## src/rtl/mpb_pkg.sv

```systemverilog
// shared types and constants of the power heuristic blend
package mpb_pkg;

    localparam int FRAC_BITS  = 16;
    localparam int WEIGHT_W   = 17;
    localparam int DEN_W      = 31;
    localparam int CELL_COUNT = WEIGHT_W - 1;
    localparam logic [DEN_W-1:0] DEN_MAX = '1;

    typedef struct packed {
        logic signed [31:0] brdf_red;
        logic signed [31:0] brdf_green;
        logic signed [31:0] brdf_blue;
        logic signed [31:0] brdf_density;
        logic signed [31:0] light_red;
        logic signed [31:0] light_green;
        logic signed [31:0] light_blue;
        logic signed [31:0] light_density;
    } in_item_t;

    typedef struct packed {
        logic signed [31:0]    mix_red;
        logic signed [31:0]    mix_green;
        logic signed [31:0]    mix_blue;
        logic [WEIGHT_W-1:0]   brdf_weight;
        logic [WEIGHT_W-1:0]   light_weight;
    } out_item_t;

    typedef struct packed {
        logic signed [31:0] red;
        logic signed [31:0] green;
        logic signed [31:0] blue;
    } rgb_t;

    // item as it travels down the divider cells
    typedef struct packed {
        rgb_t                brdf_rgb;
        rgb_t                light_rgb;
        logic [DEN_W-1:0]    den;
        logic [DEN_W-1:0]    rem_b;
        logic [DEN_W-1:0]    rem_l;
        logic [WEIGHT_W-1:0] quo_b;
        logic [WEIGHT_W-1:0] quo_l;
        logic                zero;
    } cell_item_t;

endpackage

```

## src/rtl/mpb_cell.sv

```systemverilog
// one restoring division step for both weights
module mpb_cell (
    input  logic                   clk,
    input  logic                   rst_n,
    input  logic                   in_valid,
    input  mpb_pkg::cell_item_t    in_item,
    output logic                   in_ready,
    output logic                   out_valid,
    output mpb_pkg::cell_item_t    out_item,
    input  logic                   out_ready
);
    logic                  valid_reg;
    mpb_pkg::cell_item_t   item_reg;
    mpb_pkg::cell_item_t   item_next;
    logic [mpb_pkg::DEN_W:0] rem2_b;
    logic [mpb_pkg::DEN_W:0] rem2_l;
    logic [mpb_pkg::DEN_W:0] dext;
    logic [mpb_pkg::DEN_W:0] diff_b;
    logic [mpb_pkg::DEN_W:0] diff_l;
    logic                    ge_b;
    logic                    ge_l;

    assign in_ready = !valid_reg || out_ready;

    // the partial remainder stays below the denominator, so the top bit is always clear
    always_comb
    begin
        dext      = {1'b0, in_item.den};
        rem2_b    = {in_item.rem_b, 1'b0};
        rem2_l    = {in_item.rem_l, 1'b0};
        ge_b      = rem2_b >= dext;
        ge_l      = rem2_l >= dext;
        diff_b    = rem2_b - dext;
        diff_l    = rem2_l - dext;
        item_next = in_item;
        item_next.rem_b = ge_b ? diff_b[mpb_pkg::DEN_W-1:0] : rem2_b[mpb_pkg::DEN_W-1:0];
        item_next.rem_l = ge_l ? diff_l[mpb_pkg::DEN_W-1:0] : rem2_l[mpb_pkg::DEN_W-1:0];
        item_next.quo_b = {in_item.quo_b[mpb_pkg::WEIGHT_W-2:0], ge_b};
        item_next.quo_l = {in_item.quo_l[mpb_pkg::WEIGHT_W-2:0], ge_l};
    end

    always_ff @(posedge clk or negedge rst_n)
    begin
        if (!rst_n)
            valid_reg <= 1'b0;
        else if (in_ready)
            valid_reg <= in_valid;
    end

    always_ff @(posedge clk)
    begin
        if (in_ready)
            item_reg <= item_next;
    end

    assign out_valid = valid_reg;
    assign out_item  = item_reg;
endmodule

```

## config.mk

```make
export PLATFORM = sky130hd
export DESIGN_NAME = mpb_cell
export DESIGN_NICKNAME = d
export VERILOG_FILES = /design/src/rtl/mpb_pkg.sv /design/src/rtl/mpb_cell.sv
export SDC_FILE = /design/constraint.sdc
export NUM_CORES = 1
export LEC_CHECK = 0
export BUFFER_PORTS_ARGS = -buffer_cell sky130_fd_sc_hd__buf_2
export CAP_MARGIN = 5
export CORE_AREA = 5 5 251 253
export DETAILED_ROUTE_END_ITERATION = 8
export DIE_AREA = 0 0 256 258
export SLEW_MARGIN = 30
export SYNTH_ARGS = -nofsm -noshare
export SYNTH_HDL_FRONTEND = slang
export SYNTH_SLANG_ARGS = --single-unit
```

## constraint.sdc

```tcl
create_clock -name clk -period 13.9 [get_ports clk]
set_input_delay 1.39 -clock clk [delete_from_list [all_inputs] [get_ports clk]]
set_output_delay 1.39 -clock clk [all_outputs]
set_load 0.1 [all_outputs]
```

### Word level (Yosys, flattened, before mapping)

Cells that the tools add are included.

* output and inout bits: 322
* register bits after elaboration: 321
* word-level logic and storage cells: 23
* input port bits: 324

* multiplexer cells: 2
* reductions and logical operators: 2
* $lt $le $gt $ge: 2
* $add $sub $neg: 2

Operators with widths (number)
* $ge 32x31->1: 2
* $mux 31: 2
* $sub 31x31->31: 2
* $logic_not 1->1: 1
* $logic_or 1x1->1: 1

### Depth between registers and ports, before layout

Gate-level depths: netlist of the first run.

* depth after elaboration: 2
* depth in mapped cells: 14
* depth with buffers taken out: 11

### Least setup slack after synthesis of the first run

Ideal clock, no wire load.

* path kind: input -> output
* start: input out_ready
* end: output in_ready
* stages on the path: 1
* data arrival time: 9748 ps
* slack: 2762 ps
* required time: 12510 ps
* buffers on the path: 0
* cells stage by stage: nand2b_1

* longest elaborated chain between the ends: 1

RTL lines
* start: declaration: line mpb_cell.sv:10 `input logic out_ready`
* $logic_or 1x1->1: line mpb_cell.sv:23 `assign in_ready = !valid_reg || out_ready;`
* end: declaration: line mpb_cell.sv:7 `output logic in_ready,`

No other way between the ends.

==> impl_metrics.py, run 1 <==
metrics = {
    "synthesis": {
        "ys_async_sr_fraction_pct": 0.312,
        "synth_top_cell_area_share_pct": 69.4,
        "synthesis.area_um2": 13800,
        "syn_nets": 1329,
        "synth.distinct_cells": 64,
        "syn-instance-count": 941,
        "synthFlopType": "edfxtp_1",
        "synth_area_leader_cell": "edfxtp_1",
        "ys_seq_elements": 321,
        "syn_avg_cell_area_um2": 14.7,
        "ys_top_cells_by_area": "edfxtp_1 69%, ha_1 5.6%, mux2_2 2.5%, a21oi_1 2.2%, o21ai_0 2.0%",
        "ys_seq_area_share_pct": 69.6,
        "synth_edf_count": 320,
        "synth.most_common_cell": "edfxtp_1",
        "yosysWarnings": 0,
        "ys_top_cells_by_count": "320 x edfxtp_1, 67 x nand2_1, 62 x ha_1",
    },
    "route": {
        "drtIter0Drc": 674,
        "vias": 10800,
        "drt_wl_total_mm": 58.7,
        "via_per_inst": 4.45,
        "dr.pass1.iters": 4,
        "ant_nets": 0,
        "drc": 0,
        "post_drt_wl_per_cell_um": 24.2,
    },
    "sta": {
        "worst_pin_slew_ps": 930,
        "final.period_utilization_pct": 32.1,
        "setup_viol": 0,
        "setup-tns-final_ps": 0,
        "clock_skew_ps": 17.4,
        "finalHoldWorstSlack_ps": 611,
        "period_minus_slack_ps": 4460,
        "rsz0062_at_grt": "no",
        "hold_viol_final": 0,
        "fmax_ghz": 0.224,
        "final_max_slew_viol_count": 0,
        "relSlewSlack_pct": 38.0,
    },
    "place": {
        "placed_cells": 2353,
        "numPortBuffers": 643,
        "dp_hpwl_mm": 48.0,
        "gp_congestion": 0.875,
        "placed_area_um2": 18000,
    },
    "layout": {
        "finalNonFillerCells": 2430,
        "area_growth_pct": 39.4,
        "seq_area_um2": 9630,
        "drive_gt1_share_pct": 45.9,
        "design_area_um2": 19300,
        "layout.nets": 1992,
        "nFillCells": 6198,
        "multi_input_area_um2": 3930,
    },
    "grt": {
        "antenna_found_initial": 25,
        "grt_use_total_pct": 16.7,
        "grt_pass1_vias": 10900,
        "grt_max_degree": 71,
        "grt_pass1_wl_mm": 81.2,
        "grt_overflow": 0,
    },
    "worst_setup_path": {
        "crit_start": "in_item[97]",
        "critPathArrivalTime_ps": 4740,
        "path_cells": "buf_2, inv_1, fa_1, nand3_1, a21oi_1, or3_4, a21boi_2, o311ai_1, a21oi_1, o21ai_1, a41oi_4, buf_4, mux2_2",
        "max_stage_delay_ps": 470,
        "required_ps": 14190,
        "r2r-start": "out_valid$_DFFE_PN0P_",
        "critPathCaptureType": "flop",
        "critPathLaunchType": "input port",
        "slowest_stage": "fa_1",
        "path_common_cell": "a21oi_1",
        "r2r_cells": 4,
        "crit_type": "input port to flop",
        "crit_fanout": 25,
    },
    "floorplan": {
        "die_height_um": 258,
        "initial_utilization_pct": 22.8,
        "die_w_um": 256,
        "io_pins": 646,
        "core-area_um2": 60800,
        "row_count": 91,
        "die_area_um2": 66000,
    },
    "cts": {
        "cts_hold_buf": 0,
        "clock_latency_ps": 540,
        "cts_buffers": 39,
        "root_buffer": "clkbuf_16",
        "ctsLongestPathBuffers": 3,
        "cts_max_level": 2,
        "cts_sinks": 321,
        "ctsResizeCount": 0,
        "cts_tree": "done",
        "cts_setup_buffers": 0,
        "cts.clk_slew.worst_paths_ps": 60,
    },
    "power": {
        "powerDensity_nw_per_um2": 170,
        "p_leak_uw": 0.00833,
        "peakVddDrop_v": 0.000106,
    },
    "job": {
        "drv_cap": 0,
    },
    "run_status": {
        "status": "completed",
    },
    "min_path": {
        "min_path_type": "input port to asynchronous set/reset pin",
    },
}
-- report_power, final --
part	leakage, uW	internal [uW]	switching [uW]	total (uW)
combinational	0.00448	183	874	1060
clock	0.000620	605	419	1020
sequential	0.00323	1180	24.7	1200
total	0.00833	1970	1320	3280
-- flip-flops by register name, indices dropped and copies added (netlist names) --
name / flops
out_item: 320
out_valid: 1
-- routing by layer --
layer | track usage [%] | wire, um
met1 | 19.6 | 22800
met2 | 30.4 | 30300
met3 | 4.64 | 4000
met4 | 4.17 | 1520
met5 | 0 | 103
-- cell usage in the layout (no fill, tap or decap), types with 15 or more instances in the layout --
cell	n
a21oi_1	61
ha_1	62
buf_2	643
edfxtp_1	320
xor2_1	22
a21o_1	24
mux2_2	31
xnor2_1	31
nand2_1	67
inv_1	48
o21ai_0	56
nand3_1	15
nor2_1	33
clkbuf_16	40
-- path summary, 6_finish.rpt --
path | end | slack, ps
worst max-delay path | out_item[38]$_DFFE_PP_ | 9440
worst min-delay path | out_valid$_DFFE_PN0P_ | 610
worst max register to register | out_item[67]$_DFFE_PP_ | 10580
worst min register to register | out_item[201]$_DFFE_PP_ | 1110
max in group asynchronous | out_valid$_DFFE_PN0P_ | 13200
min in group clk | out_item[216]$_DFFE_PP_ | 1020
-- critical path, delay by kind of cell --
kind | cells | cell delay (ps)
buffers and inverters | 3 | 660
AND/OR/NAND/NOR | 2 | 550
AO/OA/AOI/OAI | 6 | 1240
adder cells (fa/ha/maj) | 1 | 470
multiplexers | 1 | 380
-- area by class of cell --
class	count	share of cell area (%)
diodes	6	0.0778
clock buffers	46	5.31
clock inverters	25	1.30
inverters	48	0.934
multi-input cells	545	20.4
flip-flops and latches	321	49.9
well taps	790	5.12
repair buffers	649	16.9
-- logic make-up after synthesis --
group / synth area share [%]
flops: 69.6
compound gates: 9.90
mux: 2.83
xor+xnor: 3.35
simple gates: 6.25
fa+ha+maj: 5.90
buf+inv: 2.14
-- stage by stage --
step / total power [uW] / setup slack, ps / utilization [%]
CTS: 3330 / 9430 / 31.7
global placement: 2280 / 8810 / 29.6
floorplan: 2080 / 2760 / -
detailed placement: 2280 / 8850 / 29.6
global route: 3400 / 9280 / 31.7
finish: 3280 / 9440 / 31.7
Power figures use the tool's default switching activity.
==> run 2, diff against run 1 <==
==> constraint.sdc (replaced) <==
create_clock -name clk -period 4.2 [get_ports clk]
set_input_delay 0.42 -clock clk [delete_from_list [all_inputs] [get_ports clk]]
set_output_delay 0.42 -clock clk [all_outputs]
set_load 0.1 [all_outputs]
==> run 2 against run 1 <==
Against the previous run:
- critical path type unchanged
- highest routed layer unchanged
- non-clock buffer count is 18 higher
- combinational power rose to 3.3 times the previous value
- clock skew down 1.3 ps
- largest power group unchanged
- core utilization is 0.33 points higher
==> impl_metrics.py, run 2 (synthesized netlist as in run 1, its figures left out) <==
metrics = {
    "worst_setup_path": {
        "crit_fanout": 4,
        "critPathLaunchType": "input port",
        "r2r_cells": 2,
        "r2r-start": "out_valid$_DFFE_PN0P_",
        "crit_type": "input port to flop",
        "ff2ff_setup_slack_ps": 2250,
        "critPathCaptureType": "flop",
        "rr_endpoint": "out_item[313]$_DFFE_PP_",
        "required_ps": 4480,
        "critPathArrivalTime_ps": 3540,
    },
    "floorplan": {
        "die_area_um2": 66000,
        "die_height_um": 258,
        "io_pins": 646,
        "core-area_um2": 60800,
        "die_w_um": 256,
        "initial_utilization_pct": 22.8,
        "row_count": 91,
    },
    "power": {
        "powerDensity_nw_per_um2": 557,
        "p_leak_uw": 0.00841,
        "intPower_uw": 6490,
        "power.share.clock_pct": 30.9,
        "power.share.sequential_pct": 36.7,
        "power.total_uw": 10900,
        "power_frac_comb_pct": 32.4,
        "peakVddDrop_v": 0.000333,
        "sw_frac_of_total_pct": 40.3,
        "switching_power_uw": 4370,
    },
    "grt": {
        "grt_pass1_wl_mm": 83.1,
        "busiest_layer": "met2",
        "grt.met1_usage_pct": 18.4,
        "gr-usage-met3_pct": 5.92,
        "grt_overflow": 0,
        "grt_use_total_pct": 17.0,
        "grt_pass1_vias": 11200,
        "use_met2_pct": 31.7,
        "grt_max_degree": 101,
        "antenna_found_initial": 32,
    },
    "layout": {
        "layout.nets": 2010,
        "design_area_um2": 19500,
        "final_common_cell": "buf_2",
        "final_cell_mix": "643 x buf_2, 320 x edfxtp_1, 67 x nand2_1",
        "drive_gt1_share_pct": 45.7,
        "largest_register_ffs": 320,
        "area_growth_pct": 40.8,
    },
    "sta": {
        "layout_setup_ws_ps": 938,
        "fmax_ghz": 0.307,
        "period_minus_slack_ps": 3260,
        "hold_viol_final": 0,
        "final_max_slew_viol_count": 0,
        "setup-tns-final_ps": 0,
        "clock_skew_ps": 16.1,
        "worst_pin_slew_ps": 775,
        "relSlewSlack_pct": 47.9,
        "setup_viol": 0,
        "final.period_utilization_pct": 77.7,
        "rsz0062_at_grt": "no",
        "finalHoldWorstSlack_ps": 46.2,
    },
    "place": {
        "numPortBuffers": 643,
        "placed_area_um2": 18100,
        "dp_worst_setup_slack_ps": 399,
        "dp_hpwl_mm": 48.6,
        "gp_congestion": 0.908,
    },
    "route": {
        "drt_wl_total_mm": 59.3,
        "drc": 0,
        "drtIter0Drc": 654,
        "post_drt_wl_per_cell_um": 24.2,
        "dr.pass1.iters": 5,
        "ant_nets": 0,
        "vias": 11000,
        "via_per_inst": 4.48,
    },
    "cts": {
        "cts_max_level": 2,
        "cts_sinks": 321,
        "ctsLongestPathBuffers": 3,
        "clock_latency_ps": 540,
        "cts_buffers": 39,
        "root_buffer": "clkbuf_16",
        "cts_tree": "done",
        "cts_setup_buffers": 0,
        "cts.clk_slew.worst_paths_ps": 60,
    },
    "min_path": {
        "hold_depth": 1,
        "min_path_type": "input port to flop",
        "min_from": "in_item[263]",
        "whs_endpoint": "out_item[263]$_DFFE_PP_",
    },
    "run_status": {
        "status": "completed",
    },
    "job": {
        "drv_cap": 0,
    },
}
-- run 2: repair_timing --
action                                 4_1_cts  5_1_grt
gates resized for setup                      0        0
hold buffers                                13        0
endpoints found under the hold margin       13        0
-- run 2: metrics by stage --
| stage | util [%] | cells |
|---|---|---|
| 2_1_floorplan | - | 941 |
| 3_3_place_gp | 29.7 | 2358 |
| 3_5_place_dp | 29.7 | 2358 |
| 4_1_cts | 32.0 | 2441 |
| 5_1_grt | 32.0 | 2441 |
| 6_report | 32.1 | 2448 |
-- run 2: cell type report --
| class | count | area [um2] |
|---|---|---|
| multi-input cells | 545 | 3930 |
| clock buffers | 44 | 995 |
| clock inverters | 26 | 267 |
| inverters | 48 | 180 |
| fillers | 6170 | 41300 |
| diodes | 7 | 17.5 |
| well taps | 790 | 988 |
| repair buffers | 667 | 3480 |
| flip-flops and latches | 321 | 9630 |
-- run 2: per-layer routing --
layer / wire length, um / vias up
met5: 225 / -
met4: 1680 / 34
met3: 4570 / 117
met2: 31200 / 497
met1: 21600 / 5347
li1: - / 4967
-- run 2: worst max-delay path, cell delays in order --
cell	delay [ps]
buf_2	110
inv_1	160
ha_1	280
nor2b_1	150
o2111a_1	260
o21a_1	220
o31ai_1	510
a311oi_1	270
or2_1	300
a311oi_1	510
mux2i_1	270
nand2_1	70
-- run 2: worst max-delay path by stage --
| stage | start | endpoint | slack, ps | cells after the start |
|---|---|---|---|---|
| floorplan | out_valid$_DFFE_PN0P_ | out_item[0]$_DFFE_PP_ | 310 | 1 |
| global placement | in_item[98] | out_item[93]$_DFFE_PP_ | 390 | 12 |
| detailed placement | in_item[98] | out_item[93]$_DFFE_PP_ | 400 | 12 |
| CTS | in_item[98] | out_item[93]$_DFFE_PP_ | 950 | 12 |
| global route | in_item[98] | out_item[93]$_DFFE_PP_ | 830 | 12 |
| finish | in_item[98] | out_item[93]$_DFFE_PP_ | 940 | 12 |
-- run 2: power by group through the flow --
| stage | sequential (uW) | clock, uW | combinational, uW |
|---|---|---|---|
| 2_1_floorplan | 6170 | 0 | 639 |
| 3_3_place_gp | 4050 | 0 | 3510 |
| 3_5_place_dp | 4040 | 0 | 3530 |
| 4_1_cts | 3980 | 3490 | 3550 |
| 5_1_grt | 4010 | 3620 | 3650 |
| 6_report | 3980 | 3360 | 3520 |
==> run 3, diff against run 2 <==
==> constraint.sdc (replaced) <==
create_clock -name clk -period 3.2 [get_ports clk]
set_input_delay 0.32 -clock clk [delete_from_list [all_inputs] [get_ports clk]]
set_output_delay 0.32 -clock clk [all_outputs]
set_load 0.1 [all_outputs]
==> run 3 against run 2 <==
Against the previous run:
- global-route usage is 0.76 points higher
- register-to-register slack got worse by 740 ps
- worst hold slack better by 34 ps
- clock power is 33% higher
- final cell count rose by 13%
- non-clock buffer count up 313
- flip-flop and latch count unchanged
==> impl_metrics.py, run 3 (synthesized netlist as in run 1, its figures left out) <==
metrics = {
    "sta": {
        "hold_viol_final": 0,
        "final.period_utilization_pct": 98.2,
        "period_minus_slack_ps": 3140,
        "finalHoldWorstSlack_ps": 79.7,
        "setup_viol": 0,
        "clock_skew_ps": 11.1,
        "setup-tns-final_ps": 0,
        "worst_pin_slew_ps": 661,
        "relSlewSlack_pct": 55.6,
        "final_max_slew_viol_count": 0,
        "fmax_ghz": 0.318,
    },
    "floorplan": {
        "initial_utilization_pct": 22.8,
        "io_pins": 646,
        "row_count": 91,
        "die_area_um2": 66000,
        "die_height_um": 258,
        "core-area_um2": 60800,
        "die_w_um": 256,
    },
    "worst_setup_path": {
        "max_stage_delay_ps": 530,
        "path_cells": "dlygate4sd3_1, buf_2, inv_1, ha_1, and2_1, a221oi_2, a21boi_4, buf_4, buf_4, o31a_1, o21bai_1, a21boi_0, xnor2_1, mux2_2",
        "path_common_cell": "buf_4",
        "crit_type": "input port to flop",
        "critPathArrivalTime_ps": 3430,
        "critPathCaptureType": "flop",
        "critPathLaunchType": "input port",
        "required_ps": 3490,
        "slowest_stage": "dlygate4sd3_1",
        "crit_fanout": 3,
    },
    "layout": {
        "final_common_cell": "buf_2",
        "drive_gt1_share_pct": 42.6,
        "final_cell_mix": "643 x buf_2, 320 x edfxtp_1, 257 x dlygate4sd3_1",
        "layout.nets": 2323,
        "largest_register_ffs": 320,
        "area_growth_pct": 63.3,
    },
    "grt": {
        "grt_max_degree": 113,
        "grt_use_total_pct": 17.8,
        "grt_pass1_wl_mm": 88.5,
        "grt_pass1_vias": 12700,
        "antenna_found_initial": 17,
        "grt_overflow": 0,
    },
    "route": {
        "ant_nets": 0,
        "vias": 12100,
        "via_per_inst": 4.37,
        "post_drt_wl_per_cell_um": 22.6,
        "drtIter0Drc": 605,
        "drt_wl_total_mm": 62.3,
        "dr.pass1.iters": 5,
        "drc": 0,
    },
    "cts": {
        "root_buffer": "clkbuf_16",
        "cts_max_level": 2,
        "clock_latency_ps": 550,
        "cts_tree": "done",
        "cts_sinks": 321,
        "cts_buffers": 39,
        "ctsLongestPathBuffers": 3,
        "cts.clk_slew.worst_paths_ps": 60,
    },
    "power": {
        "sw_frac_of_total_pct": 39.8,
        "power.total_uw": 14700,
        "p_leak_uw": 0.00982,
        "powerDensity_nw_per_um2": 652,
        "power.share.sequential_pct": 35.5,
        "power.share.clock_pct": 30.2,
        "intPower_uw": 8870,
        "power_frac_comb_pct": 34.3,
        "peakVddDrop_v": 0.000439,
        "switching_power_uw": 5870,
    },
    "run_status": {
        "status": "completed",
    },
    "job": {
        "drv_cap": 0,
    },
    "place": {
        "numPortBuffers": 643,
        "dp_hpwl_mm": 48.1,
        "gp_congestion": 0.894,
    },
    "min_path": {
        "min_path_type": "input port to asynchronous set/reset pin",
    },
}
## run 3: power groups by stage
stage | sequential (uW) | clock, uW | combinational, uW
after floorplan | 8100 | 0 | 838
after global placement | 5310 | 0 | 4720
after detailed placement | 5310 | 0 | 4750
after CTS | 5230 | 4630 | 5040
after global routing | 5260 | 4770 | 5240
final | 5230 | 4460 | 5050
## run 3: repair_timing
action	4_1_cts	5_1_grt
setup endpoints to repair	0	35
hold endpoints to repair	257	0
setup buffers	0	5
resized for setup	0	15
hold buffers	257	0
## run 3: layout make-up
type / instances / area, um2
diodes: 8 / 20.0
clock buffers: 43 / 1010
clock inverters: 26 / 258
fillers: 5953 / 38200
inverters: 48 / 180
multi-input cells: 545 / 3980
flip-flops and latches: 321 / 9640
well taps: 790 / 988
repair buffers: 980 / 6510
## run 3: worst paths after layout
check | slack, ps | to | startpoint | depth (start not counted)
worst max-delay path | 60 | out_item[59]$_DFFE_PP_ | in_item[108] | 14
worst min-delay path | 80 | out_valid$_DFFE_PN0P_ | rst_n | 2
worst max register to register | 1510 | out_item[91]$_DFFE_PP_ | out_valid$_DFFE_PN0P_ | 2
worst min register to register | 1030 | out_valid$_DFFE_PN0P_ | out_valid$_DFFE_PN0P_ | 3
max in group asynchronous | 3030 | out_valid$_DFFE_PN0P_ | rst_n | 2
min in group clk | 80 | out_item[79]$_DFFE_PP_ | in_item[78] | 3
## run 3: metrics by stage
step | cell area (um2) | worst slack [ps] | cells | util [%]
finish | 22600 | 57.3 | 2761 | 37.2
global route | 22600 | -0.125 | 2755 | 37.1
CTS | 22400 | 29.3 | 2746 | 36.9
detailed placement | 18600 | -228 | 2420 | 30.6
global placement | 18600 | -257 | 2420 | 30.6
floorplan | 13800 | -333 | 941 | -
## run 3: routing by layer
layer | GRT usage, % | wire [um]
met5 | 0 | 103
met4 | 6.97 | 2710
met3 | 4.70 | 3890
met2 | 32.0 | 31600
met1 | 20.2 | 24000
## run 3: worst max-delay path: cells and delay by family
| family | cells | cell delay, ps |
|---|---|---|
| multiplexers | 1 | 280 |
| adder cells (fa/ha/maj) | 1 | 250 |
| XOR/XNOR | 1 | 150 |
| AND/OR/NAND/NOR | 1 | 190 |
| buffers and inverters | 5 | 1020 |
| AO/OA/AOI/OAI | 5 | 1230 |
